$ cat src/hw/rtl/chd_pkg.sv
`timescale 1ns / 1ps

package chd_pkg;

    localparam int unsigned ACC_W   = 18;
    localparam int unsigned LEN_W   = 17;
    localparam int unsigned CNT_W   = 9;
    localparam int unsigned APB_AW  = 3;
    localparam int unsigned APB_DW  = 32;

    localparam logic [ACC_W-1:0] ACC_MAX          = '1;
    localparam logic [LEN_W-1:0] SIZE_LIMIT_RST   = 17'h10000;
    localparam logic [CNT_W-1:0] CHUNK_LIMIT_RST  = 9'h100;

    localparam logic [7:0] CHAR_CR = 8'h0D;
    localparam logic [7:0] CHAR_LF = 8'h0A;

    // Register index, taken from paddr[2]
    localparam logic REG_SIZE_LIMIT  = 1'b0;
    localparam logic REG_CHUNK_LIMIT = 1'b1;

    typedef enum logic [2:0] {
        PH_HEX_FIRST = 3'd0,
        PH_HEX_MORE  = 3'd1,
        PH_CR        = 3'd2,
        PH_PAYLOAD   = 3'd3,
        PH_TRAIL1    = 3'd4,
        PH_TRAIL2    = 3'd5,
        PH_DONE      = 3'd6,
        PH_ERROR     = 3'd7
    } t_phase;

    typedef enum logic [1:0] {
        KIND_PAYLOAD = 2'd0,
        KIND_HEADER  = 2'd1,
        KIND_FINISH  = 2'd2,
        KIND_ERROR   = 2'd3
    } t_kind;

    typedef enum logic [1:0] {
        ERR_NONE      = 2'd0,
        ERR_BAD_HDR   = 2'd1,
        ERR_TOO_LONG  = 2'd2,
        ERR_LIMIT     = 2'd3
    } t_err;

    typedef struct packed {
        logic [LEN_W-1:0] size_limit;
        logic [CNT_W-1:0] chunk_limit;
    } t_cfg;

    typedef struct packed {
        t_kind            kind;
        logic [7:0]       payload_byte;
        logic             last_of_chunk;
        logic [LEN_W-1:0] chunk_length;
        t_err             error_code;
    } t_result;

    // Lower-case hex digit decode: {valid, value}
    function automatic logic [4:0] hex_decode(input logic [7:0] b);
        logic [4:0] r;
        r = 5'd0;
        if (b inside {[8'h30:8'h39]}) begin
            r = {1'b1, b[3:0]};
        end else if (b inside {[8'h61:8'h66]}) begin
            r = {1'b1, b[3:0] + 4'd9};
        end
        return r;
    endfunction

endpackage

$ cat src/hw/rtl/chd_cfg.sv
`timescale 1ns / 1ps

module chd_cfg import chd_pkg::*; (
    input  logic              i_clk,
    input  logic              i_rst_n,
    input  logic              psel,
    input  logic              penable,
    input  logic              pwrite,
    input  logic [APB_AW-1:0] paddr,
    input  logic [APB_DW-1:0] pwdata,
    output logic [APB_DW-1:0] prdata,
    output logic              pready,
    output t_cfg              o_cfg
);

    t_cfg r_cfg;
    logic wr_en;

    assign pready = 1'b1;
    assign wr_en  = psel && penable && pwrite && pready;

    always_ff @(posedge i_clk) begin
        if (!i_rst_n) begin
            r_cfg.size_limit  <= SIZE_LIMIT_RST;
            r_cfg.chunk_limit <= CHUNK_LIMIT_RST;
        end else if (wr_en) begin
            if (paddr[2] == REG_SIZE_LIMIT) begin
                r_cfg.size_limit <= pwdata[LEN_W-1:0];
            end else begin
                r_cfg.chunk_limit <= pwdata[CNT_W-1:0];
            end
        end
    end

    always_comb begin
        if (paddr[2] == REG_CHUNK_LIMIT) begin
            prdata = {{(APB_DW-CNT_W){1'b0}}, r_cfg.chunk_limit};
        end else begin
            prdata = {{(APB_DW-LEN_W){1'b0}}, r_cfg.size_limit};
        end
    end

    assign o_cfg = r_cfg;

endmodule

$ cat src/hw/rtl/chd_in_stage.sv
`timescale 1ns / 1ps

module chd_in_stage import chd_pkg::*; (
    input  logic       i_clk,
    input  logic       i_rst_n,
    input  logic       i_valid,
    output logic       o_ready,
    input  logic [7:0] i_byte,
    input  logic       i_step,
    output logic       o_valid,
    output logic [7:0] o_byte
);

    logic       r_valid;
    logic [7:0] r_byte;

    // Refill in the same cycle the held byte is consumed
    assign o_ready = !r_valid || i_step;

    always_ff @(posedge i_clk) begin
        if (!i_rst_n) begin
            r_valid <= 1'b0;
        end else if (i_valid && o_ready) begin
            r_valid <= 1'b1;
        end else if (i_step) begin
            r_valid <= 1'b0;
        end
    end

    always_ff @(posedge i_clk) begin
        if (i_valid && o_ready) begin
            r_byte <= i_byte;
        end
    end

    assign o_valid = r_valid;
    assign o_byte  = r_byte;

endmodule

$ cat src/hw/rtl/chd_parser.sv
`timescale 1ns / 1ps

module chd_parser import chd_pkg::*; (
    input  logic       i_clk,
    input  logic       i_rst_n,
    input  logic       i_step,
    input  logic [7:0] i_byte,
    input  t_cfg       i_cfg,
    output logic       o_res_valid,
    output t_result    o_res
);

    t_phase           r_phase,  n_phase;
    logic [ACC_W-1:0] r_accum,  n_accum;
    logic [LEN_W-1:0] r_left,   n_left;
    logic [CNT_W-1:0] r_count,  n_count;
    logic             r_final,  n_final;
    t_err             r_err,    n_err;

    logic [4:0]       hex;
    logic             is_digit;
    logic [ACC_W-1:0] acc_sat;
    logic             at_limit;
    logic             too_long;
    logic [LEN_W-1:0] left_dec;

    assign hex      = hex_decode(i_byte);
    assign is_digit = hex[4];
    // Saturate rather than wrap once the top nibble would shift out
    assign acc_sat  = (r_accum[ACC_W-1:ACC_W-4] != 4'd0) ? ACC_MAX
                                                         : {r_accum[ACC_W-5:0], hex[3:0]};
    assign at_limit = (r_count >= i_cfg.chunk_limit);
    assign too_long = (r_accum > {1'b0, i_cfg.size_limit});
    assign left_dec = r_left - 1'b1;

    // Next state
    always_comb begin
        n_phase = r_phase;
        n_accum = r_accum;
        n_left  = r_left;
        n_count = r_count;
        n_final = r_final;
        n_err   = r_err;
        case (r_phase)
            PH_HEX_FIRST: begin
                if (at_limit) begin
                    n_phase = PH_ERROR;
                    n_err   = ERR_LIMIT;
                end else if (!is_digit) begin
                    n_phase = PH_ERROR;
                    n_err   = ERR_BAD_HDR;
                end else begin
                    n_accum = {{(ACC_W-4){1'b0}}, hex[3:0]};
                    n_phase = PH_HEX_MORE;
                end
            end
            PH_HEX_MORE, PH_CR: begin
                if (r_phase == PH_HEX_MORE && is_digit) begin
                    n_accum = acc_sat;
                end else if (i_byte == CHAR_CR) begin
                    n_phase = PH_CR;
                end else if (i_byte != CHAR_LF) begin
                    n_phase = PH_ERROR;
                    n_err   = ERR_BAD_HDR;
                end else if (too_long) begin
                    n_phase = PH_ERROR;
                    n_err   = ERR_TOO_LONG;
                end else begin
                    n_count = r_count + 1'b1;
                    n_left  = r_accum[LEN_W-1:0];
                    if (r_accum[LEN_W-1:0] == '0) begin
                        n_final = 1'b1;
                        n_phase = PH_TRAIL1;
                    end else begin
                        n_phase = PH_PAYLOAD;
                    end
                end
            end
            PH_PAYLOAD: begin
                n_left = left_dec;
                if (left_dec == '0) begin
                    n_phase = PH_TRAIL1;
                end
            end
            PH_TRAIL1: n_phase = PH_TRAIL2;
            PH_TRAIL2: n_phase = r_final ? PH_DONE : PH_HEX_FIRST;
            PH_DONE:   n_phase = PH_DONE;
            default:   n_phase = PH_ERROR;
        endcase
    end

    // Result for the byte under decode
    always_comb begin
        o_res_valid         = 1'b0;
        o_res.kind          = KIND_PAYLOAD;
        o_res.payload_byte  = 8'd0;
        o_res.last_of_chunk = 1'b0;
        o_res.chunk_length  = '0;
        o_res.error_code    = ERR_NONE;
        case (r_phase)
            PH_HEX_FIRST: begin
                if (at_limit) begin
                    o_res_valid      = 1'b1;
                    o_res.kind       = KIND_ERROR;
                    o_res.error_code = ERR_LIMIT;
                end else if (!is_digit) begin
                    o_res_valid      = 1'b1;
                    o_res.kind       = KIND_ERROR;
                    o_res.error_code = ERR_BAD_HDR;
                end
            end
            PH_HEX_MORE, PH_CR: begin
                if (!(r_phase == PH_HEX_MORE && is_digit) && i_byte != CHAR_CR) begin
                    o_res_valid = 1'b1;
                    if (i_byte != CHAR_LF) begin
                        o_res.kind       = KIND_ERROR;
                        o_res.error_code = ERR_BAD_HDR;
                    end else if (too_long) begin
                        o_res.kind       = KIND_ERROR;
                        o_res.error_code = ERR_TOO_LONG;
                    end else begin
                        o_res.kind         = KIND_HEADER;
                        o_res.chunk_length = r_accum[LEN_W-1:0];
                    end
                end
            end
            PH_PAYLOAD: begin
                o_res_valid         = 1'b1;
                o_res.kind          = KIND_PAYLOAD;
                o_res.payload_byte  = i_byte;
                o_res.last_of_chunk = (left_dec == '0);
            end
            PH_TRAIL2: begin
                if (r_final) begin
                    o_res_valid = 1'b1;
                    o_res.kind  = KIND_FINISH;
                end
            end
            PH_ERROR: begin
                o_res_valid      = 1'b1;
                o_res.kind       = KIND_ERROR;
                o_res.error_code = r_err;
            end
            default: begin
                o_res_valid = 1'b0;
            end
        endcase
    end

    always_ff @(posedge i_clk) begin
        if (!i_rst_n) begin
            r_phase <= PH_HEX_FIRST;
            r_accum <= '0;
            r_left  <= '0;
            r_count <= '0;
            r_final <= 1'b0;
            r_err   <= ERR_NONE;
        end else if (i_step) begin
            r_phase <= n_phase;
            r_accum <= n_accum;
            r_left  <= n_left;
            r_count <= n_count;
            r_final <= n_final;
            r_err   <= n_err;
        end
    end

endmodule

$ cat src/hw/rtl/chd_out_stage.sv
`timescale 1ns / 1ps

module chd_out_stage import chd_pkg::*; (
    input  logic    i_clk,
    input  logic    i_rst_n,
    input  logic    i_step,
    input  logic    i_res_valid,
    input  t_result i_res,
    input  logic    i_ready,
    output logic    o_free,
    output logic    o_valid,
    output t_result o_res
);

    logic    r_valid;
    t_result r_res;

    assign o_free = !r_valid || i_ready;

    always_ff @(posedge i_clk) begin
        if (!i_rst_n) begin
            r_valid <= 1'b0;
        end else if (i_step) begin
            r_valid <= i_res_valid;
        end else if (i_ready) begin
            r_valid <= 1'b0;
        end
    end

    always_ff @(posedge i_clk) begin
        if (i_step && i_res_valid) begin
            r_res <= i_res;
        end
    end

    assign o_valid = r_valid;
    assign o_res   = r_res;

endmodule

$ cat src/hw/rtl/http_chunked_decoder.sv
`timescale 1ns / 1ps

// HTTP chunked-body decoder. Feed raw body bytes on the s_axis side, one byte
// per request; the block takes one byte every clock and produces at most one
// result request per byte on the m_axis side, passed on through one input
// register and then one result register. Throughput is one byte per clock
// as long as m_axis_tready is high; a stall on the result side holds the
// input register and then drops s_axis_tready. Each chunk header
// (lower-case hex digits, optional CR bytes, one LF) yields a header result
// with the length; payload bytes follow as payload results, the last one
// flagged on tlast; the two bytes after a payload are skipped unchecked. A
// zero-length header ends the stream with a finish result after its two
// trailer bytes, and all later bytes are dropped. Errors (bad header byte,
// length above size_limit, chunk_limit headers already seen) are sticky:
// every later byte returns the same error until reset. Registers over APB:
// 0x0 size_limit (17 bits, reset 65536), 0x4 chunk_limit (9 bits, reset 256).
// Write them only while the stream is idle. No clearing pass after reset.

module http_chunked_decoder import chd_pkg::*; (
    input  logic              i_clk,
    input  logic              i_rst_n,
    // Input byte stream
    input  logic              s_axis_tvalid,
    output logic              s_axis_tready,
    input  logic [7:0]        s_axis_tdata,   // [7:0] data_byte
    // Result stream
    output logic              m_axis_tvalid,
    input  logic              m_axis_tready,
    output logic [31:0]       m_axis_tdata,   // [7:0] payload_byte, [24:8] chunk_length,
                                              // [26:25] error_code, [31:27] zero
    output logic [1:0]        m_axis_tuser,   // [1:0] kind
    output logic              m_axis_tlast,   // last_of_chunk
    // Configuration
    input  logic              psel,
    input  logic              penable,
    input  logic              pwrite,
    input  logic [APB_AW-1:0] paddr,
    input  logic [APB_DW-1:0] pwdata,
    output logic [APB_DW-1:0] prdata,
    output logic              pready
);

    t_cfg       cfg;
    logic       in_valid;
    logic [7:0] in_byte;
    logic       out_free;
    logic       step;
    logic       res_valid;
    t_result    res;
    t_result    out_res;

    chd_cfg u_cfg (
        .i_clk   (i_clk),
        .i_rst_n (i_rst_n),
        .psel    (psel),
        .penable (penable),
        .pwrite  (pwrite),
        .paddr   (paddr),
        .pwdata  (pwdata),
        .prdata  (prdata),
        .pready  (pready),
        .o_cfg   (cfg)
    );

    // Advance the held byte whenever the result register can take its result
    assign step = in_valid && out_free;

    chd_in_stage u_in (
        .i_clk   (i_clk),
        .i_rst_n (i_rst_n),
        .i_valid (s_axis_tvalid),
        .o_ready (s_axis_tready),
        .i_byte  (s_axis_tdata),
        .i_step  (step),
        .o_valid (in_valid),
        .o_byte  (in_byte)
    );

    chd_parser u_parser (
        .i_clk       (i_clk),
        .i_rst_n     (i_rst_n),
        .i_step      (step),
        .i_byte      (in_byte),
        .i_cfg       (cfg),
        .o_res_valid (res_valid),
        .o_res       (res)
    );

    chd_out_stage u_out (
        .i_clk       (i_clk),
        .i_rst_n     (i_rst_n),
        .i_step      (step),
        .i_res_valid (res_valid),
        .i_res       (res),
        .i_ready     (m_axis_tready),
        .o_free      (out_free),
        .o_valid     (m_axis_tvalid),
        .o_res       (out_res)
    );

    // Pack result fields, payload_byte in the lowest bits
    assign m_axis_tdata = {5'd0, out_res.error_code, out_res.chunk_length,
                           out_res.payload_byte};
    assign m_axis_tuser = out_res.kind;
    assign m_axis_tlast = out_res.last_of_chunk;

endmodule
$ cat config.mk
export PLATFORM = sky130hd
export DESIGN_NAME = http_chunked_decoder
export DESIGN_NICKNAME = d
export VERILOG_FILES = /design/src/hw/rtl/chd_pkg.sv /design/src/hw/rtl/chd_cfg.sv /design/src/hw/rtl/chd_in_stage.sv /design/src/hw/rtl/chd_parser.sv /design/src/hw/rtl/chd_out_stage.sv /design/src/hw/rtl/http_chunked_decoder.sv
export SDC_FILE = /design/constraint.sdc
export NUM_CORES = 1
export LEC_CHECK = 0
export BUFFER_PORTS_ARGS = -buffer_cell sky130_fd_sc_hd__buf_2
export CAP_MARGIN = 20
export CORE_ASPECT_RATIO = 0.5
export CORE_MARGIN = 3
export CORE_UTILIZATION = 55
export CTS_CLUSTER_SIZE = 20
export DETAILED_ROUTE_END_ITERATION = 16
export PLACE_DENSITY = 0.89
export SETUP_SLACK_MARGIN = 0.05
export SYNTH_ARGS = -nofsm -noshare
export SYNTH_HDL_FRONTEND = slang
export SYNTH_SLANG_ARGS = --single-unit
$ cat constraint.sdc
create_clock -name i_clk -period 6.9 [get_ports i_clk]
set_input_delay 0.69 -clock i_clk [delete_from_list [all_inputs] [get_ports i_clk]]
set_output_delay 0.69 -clock i_clk [all_outputs]
set_load 0.05 [all_outputs]
### After elaboration in Yosys (flattened, before gate mapping)

Index checks and enable logic that the tools add are counted.

* input bits: 50
* output and inout port bits: 70
* logic and storage cells: 137
* bits in registers: 116

* multiplexer cells: 52
* bitwise logic cells: 7
* reduce and logical (&&, ||, !) cells: 33
* $lt $le $gt $ge: 6
* equal/unequal tests: 20
* $add $sub $neg: 3

Operators with widths (count)
* $mux 17: 5
* $mux 18: 4
* $pmux 18 s2: 1
* $logic_not 17->1: 2
* $pmux 17 s2: 1
* $mux 2: 16
* $mux 3: 9
* $gt 18x17->1: 1
* $pmux 3 s6: 1
* $reduce_and 6->1: 3
* $sub 17x1->17 const B: 1
* $ne 8x4->1 const B: 2
* $eq 3x3->1 const B: 4
* $mux 5: 2
* $ne 2x2->1 const B: 5
* $add 9x1->9 const B: 1
* $ge 9x9->1: 1
* $logic_and 1x1->1: 9
* $mux 1: 9
* $eq 8x4->1 const B: 1
* $ge 8x6->1 const B: 1
* $ge 8x7->1 const B: 1
* $le 8x6->1 const B: 1
* $le 8x7->1 const B: 1
* 22 further kinds: 39

### Longest topological paths before layout

* depth after elaboration: 10
* mapped depth: 10
* depth with buffers taken out: 9

### Modules after synthesis

A second synthesis with hierarchy kept.

* cell total of the unflattened synthesis: 743
* area, all modules: 6642.6 µm²

Modules (own cells, without submodules)
* chd_parser: cells each 545, times used 1, area an instance 4022.6 µm²
* chd_cfg: cells each 143, times used 1, area an instance 1322.5 µm²
* chd_out_stage: cells each 35, times used 1, area an instance 952.2 µm²
* chd_in_stage: cells each 13, times used 1, area an instance 297.8 µm²
* http_chunked_decoder: cells each 7, times used 1, area an instance 47.5 µm²

### Worst setup path after synthesis

Ideal clock, no wire load.

* path kind: register -> register
* from: register u_in.r_byte[0] (netlist: u_in.o_byte[0])
* to: register u_out.r_res (netlist bit u_out.o_res[0]), enable pin
* buffers on the path: 0
* data required time: 6483 ps
* period minus slack after synthesis: 4050 ps
* library setup time: 417 ps
* arrival: 3633 ps
* setup slack: 2850 ps
* stages on the path, launching flop included: 8
* path through: edfxtp_1 -> inv_1 -> ha_1 -> or3b_4 -> a21o_1 -> a2111oi_0 -> nor3_1 -> nor2_1

* word-level cells in the longest chain between the ends: 10

RTL lines
* from (decl): line chd_in_stage.sv:15 `logic [7:0] r_byte;`
* from (signal assigned): line chd_in_stage.sv:32 `r_byte <= i_byte;`
* $ge 8x7->1 or $le 8x7->1 (tied branches): line chd_pkg.sv:66 `end else if (b inside {[8'h61:8'h66]}) begin`
* $logic_and 1x1->1: line chd_pkg.sv:66
* $mux 5: line chd_pkg.sv:66
* $mux 5: line chd_pkg.sv:64 `if (b inside {[8'h30:8'h39]}) begin`
* $logic_and 1x1->1: line chd_parser.sv:113 `if (!(r_phase == PH_HEX_MORE && is_digit) && i_byte != CHAR_CR) begin`
* $logic_not 1->1: line chd_parser.sv:113
* $logic_and 1x1->1: line chd_parser.sv:113
* $mux 1: line chd_parser.sv:113
* $pmux 1 s4 *: line chd_parser.sv:100 `case (r_phase)`
* $logic_and 1x1->1 *: line chd_out_stage.sv:31 `if (i_step && i_res_valid) begin`
* to (signal assigned): line chd_out_stage.sv:32 `r_res <= i_res;`
* to (decl): line chd_out_stage.sv:16 `t_result r_res;`

Mark *: on every way between the ends. The rest lies on a longest branch, timed or not.
A chain may end at the register's enable or synchronous reset.

### Worst setup path after layout

* from: register u_in.r_byte[1] (netlist: u_in.o_byte[1])
* to: register u_parser.r_accum[6]

* word-level cells in the longest chain between the ends: 7

RTL lines
* $ge 8x7->1 or $le 8x7->1 (tied branches): line chd_pkg.sv:66
* $logic_and 1x1->1: line chd_pkg.sv:66
* $mux 5: line chd_pkg.sv:66
* $mux 5 *: line chd_pkg.sv:64
* $logic_and 1x1->1: line chd_parser.sv:58 `if (r_phase == PH_HEX_MORE && is_digit) begin`
* $ne 2x1->1 (no source line)
* $reduce_and 5->1 (no source line) *
* to (signal assigned): line chd_parser.sv:160 `r_accum <= n_accum;`
* to (decl): line chd_parser.sv:14 `logic [ACC_W-1:0] r_accum, n_accum;`

Marks and branches as above.

==> results.txt <==
- In this run the post-CTS setup repair buffer count came out at 0.
- Of all cell types, the one taking the most synthesized area is sky130_fd_sc_hd__dfxtp_1.
- Async SR Flop Fraction: 0
- Timing analysis after detailed placement gives a worst setup slack of 3.49 ns.
* First-pass iteration count of the detailed router: 6
* Weighted congestion at the end of routability-driven global placement: between 0.9 and 1
- In this run, post-CTS hold repair placed 0 buffers.
- The share of total power dissipated in sequential elements is 0.399.
* Vias in the first global route: between 5000 and 6000
- Of the total power, the share spent switching nets is 0.259.
- TritonCTS clock tree: built
- Buffer cell driving the clock tree root: sky130_fd_sc_hd__clkbuf_16
* Max-Slew Margin vs Limit: 0.269
- Setup slack on the critical path of the routed design comes to around 3.3 ns.
* Data arrival time at the worst-slack endpoint: 3.92 ns
* Sequence of cells on the critical path: inv_1, ha_1, o21bai_1, a2111oi_1, a21oi_1, nor3_1, o21a_1, o211ai_1, a21oi_1
- 0 antenna diodes ended up in the layout.
- Largest cells by area after synthesis: sky130_fd_sc_hd__dfxtp_1 (24%), sky130_fd_sc_hd__edfxtp_1 (18%), sky130_fd_sc_hd__nand2_1 (7.4%)
* Height of the die: 82.1 um
- Time the worst path needs with I/O delays and setup: 3.59 ns
- Initial Utilization: 0.572
* Initial antenna violation count: 0
- Final Max Slew Viols: 0
* CP max-delay cell: sky130_fd_sc_hd__a2111oi_1
- Summed over all cells, the static leakage comes to about 0.003 uW.
- Stage delay of the slowest cell on the critical path: 0.92 ns
- The total area inside the core boundary comes to 11100 sq um.
- At the pin with the least slew margin, the transition time is 1.09 ns.
* Combinational share of power: 0.104
- Combined buffer and inverter count along the critical path: 1
- Clock buffers created by TritonCTS: 17
* Vias: 5887
- The Yosys step of the flow raised 0 warnings.
- The first global-routing pass estimated 25600 um of wire.
- CP Data Required Time: 7.23 ns
* Total cell area at the placement stage: 6780 sq um
- Cell type with the highest occurrence count on the critical path: sky130_fd_sc_hd__a21oi_1
* Post-synthesis instance area: around 6400 sq um
* Detailed Route WL: 16300 um
* Area share of the leading cell type in the synthesized netlist: 0.245
* Number of hold violations in the final report: 0
- Number of enable-type register cells in the synthesized netlist: 38
- Once detail routing completed, the nets flagged for antenna violations numbered 0.
- The final layout contains 910 nets.
* Detailed placement HPWL: 11100 um
* Number of distinct library cells after synthesis: 64
- In this run the horizontal extent of the chip is roughly 160 um.
* Clock Sinks: 116
- Along the worst path, the maximum fanout reaches 22.
* Area overhead of the layout relative to synthesis: 16.1%
* Count of buffers inserted at the top-level ports: 81
* Iter 0 DRT Violations: 489
- CP top delay family: compound AO/OA/AOI/OAI gates
- Number of failing setup endpoints in the final timing report: 0
* Number of placement rows: 27
- Number of cells upsized or downsized after cts: 0
- Maximum capacitance violations: 0
- Final setup TNS: 0 ns
- For the final database, setup skew stands at 0.00661 ns.
* Gate Count Post-Synth: 758
- Clock Power Share: 0.497
- Final core utilization: 0.664
- The worst setup path is captured at a flip-flop.
- In the global route stage, overall resource usage came out at 0.251.
* Top achievable clock speed: 278 MHz
* Final period utilization: 0.521
- Worst-case clock buffer depth: 2
- After detailed routing, the number of vias per cell comes to 5.98.
- After detailed routing, the average wire length per cell comes to between 15 and 20 um.
- The run finished with clean final reports.
- The share of the Yosys chip area taken by registers is 0.424.
- After detailed routing, the number of remaining DRC violations is 0.
- Clock insertion delay at the later pin of the skew report: 0.41 ns
- After clock tree synthesis, the clock-pin slew on the worst setup and hold paths is 0.06 ns.
- Most frequent cells in the layout: sky130_fd_sc_hd__nand2_1 (126), sky130_fd_sc_hd__buf_2 (81), sky130_fd_sc_hd__dfxtp_1 (78), sky130_fd_sc_hd__a21oi_1 (75), sky130_fd_sc_hd__nor2_1 (47)
- For this design the total switching power over the nets is 482 uW.
* CTS H-tree depth: 4
- The worst setup path is launched from a flip-flop.
* P_int: 1380 uW
- 120 I/O pins were placed.
- Classification of the worst setup path: flip-flop to flip-flop
- The library cell used most frequently in the layout, excluding fill and tap cells, is sky130_fd_sc_hd__nand2_1.
- In this run the power density over the cells is roughly 250 nW/um^2.
- The tightest min-delay check is of the input pin to flip-flop type.
- Layout Cell Area excl Fill: 7400 sq um
- Of the cells placed in the final design, the portion with a size suffix greater than 1 is 0.155.
- Largest voltage drop on the vdd net: about 0.18 mV
- Fill cells in the final layout number between 900 and 1000.
- Aggregate global routing overflow: 0
* Unrepaired setup endpoints after global routing: false
- Total die area: between 10000 and 15000 sq um
- After synthesis, the mean cell area works out to 8.41 sq um.
* Number of register bits inferred by synthesis: 116
* Largest net degree at the start of global routing: 56
* Leading register cell type out of synthesis: sky130_fd_sc_hd__dfxtp_1
## registers in the layout, indices dropped and copies added (netlist names)
name,cells
u_parser.r_accum,18
u_in.o_byte,8
u_parser.r_left,17
u_parser.r_count,9
u_parser.r_final,1
u_out.o_valid,1
u_parser.r_phase,3
u_out.o_res,30
u_parser.r_err,2
u_in.o_valid,1
u_cfg.o_cfg,26
## path summary, 6_finish.rpt
kind / startpoint / depth (start not counted) / slack [ns] / to
hold / removal: s_axis_tdata[4] / 1 / 0.45 / u_in.o_byte[4]
hold reg to reg: u_cfg.o_cfg[13] / 2 / 0.46 / u_cfg.o_cfg[13]
setup / recovery: u_in.o_byte[1] / 9 / 3.31 / u_parser.r_accum[6]
setup reg to reg: u_in.o_byte[1] / 9 / 3.31 / u_parser.r_accum[6]
## metrics by stage
stage / power, uW / std cells / hold slack (ns)
3_3_place_gp: 943 / 952 / 0.442
4_1_cts: 1860 / 984 / 0.440
3_5_place_dp: 947 / 952 / 0.448
6_report: 1860 / 985 / 0.450
5_1_grt: 1920 / 985 / 0.444
2_1_floorplan: 909 / 777 / 0.436
## cells by family (layout without fill, tap and decap cells)
kind of cell | count (synthesis) | after routing | synth area share
AND/OR/NAND/NOR | 297 | 297 | 0.225
flip-flops | 116 | 116 | 0.424
adder cells (fa/ha/maj) | 34 | 34 | 0.0663
XOR/XNOR | 2 | 2 | 0.00275
other | 2 | 21 | 0.00118
multiplexers | 9 | 9 | 0.0145
buffers and inverters | 98 | 161 | 0.0722
AO/OA/AOI/OAI | 200 | 200 | 0.194
## synthesized netlist by cell type, drive strengths merged (3+ instances only)
cell type and n:
nand2 126, dfxtp 78, a21oi 75, nor2 48, inv 40, o21ai 40
edfxtp 38, ha 33, buf 31, clkbuf 27, and3 20, o211ai 19
nand3 16, nor3 15, nand2b 12, nor4 11, nand4 10, and2 9
a211oi 7, mux2i 7, o21a 7, a21o 6, o22ai 6, a31oi 5
nor2b 5, o31ai 5, or3 5, or4 5, a31o 4, o21bai 4
a2111oi 3, a311oi 3, and4 3, nor3b 3
## power by group through the flow
stage	registers, uW	logic (uW)	clock network, uW
after detailed placement	756	190	0
after global routing	745	208	964
after floorplan	785	125	0
final	742	194	924
after global placement	756	187	0
after CTS	742	192	929
## cell type report
class                   instances  area, sq um  share of cell area
clock buffers                  19          433              0.0585
flip-flops and latches        116         2700               0.365
clock inverters                13          183              0.0247
inverters                      40          150              0.0203
multi-input cells             563         3290               0.444
repair buffers                 89          465              0.0629
well taps                     145          181              0.0245
## layer usage
layer | share of wire | vias to the layer above | GRT usage
met2 | 0.43 | 336 | 0.386
met4 | 0.013 | 0 | 0.0858
li1 | - | 2818 | -
met5 | 0 | - | 0
met3 | 0.13 | 25 | 0.0698
met1 | 0.43 | 2708 | 0.345
## worst reg2reg max path, stage by stage (launching register included)
cell and delay [ns]:
sky130_fd_sc_hd__edfxtp_1 0.47, sky130_fd_sc_hd__inv_1 0.15, sky130_fd_sc_hd__ha_1 0.24, sky130_fd_sc_hd__o21bai_1 0.08, sky130_fd_sc_hd__a2111oi_1 0.92, sky130_fd_sc_hd__a21oi_1 0.25, sky130_fd_sc_hd__nor3_1 0.30, sky130_fd_sc_hd__o21a_1 0.65
sky130_fd_sc_hd__o211ai_1 0.25, sky130_fd_sc_hd__a21oi_1 0.20
No activity file was read; power rests on OpenSTA's default activity.
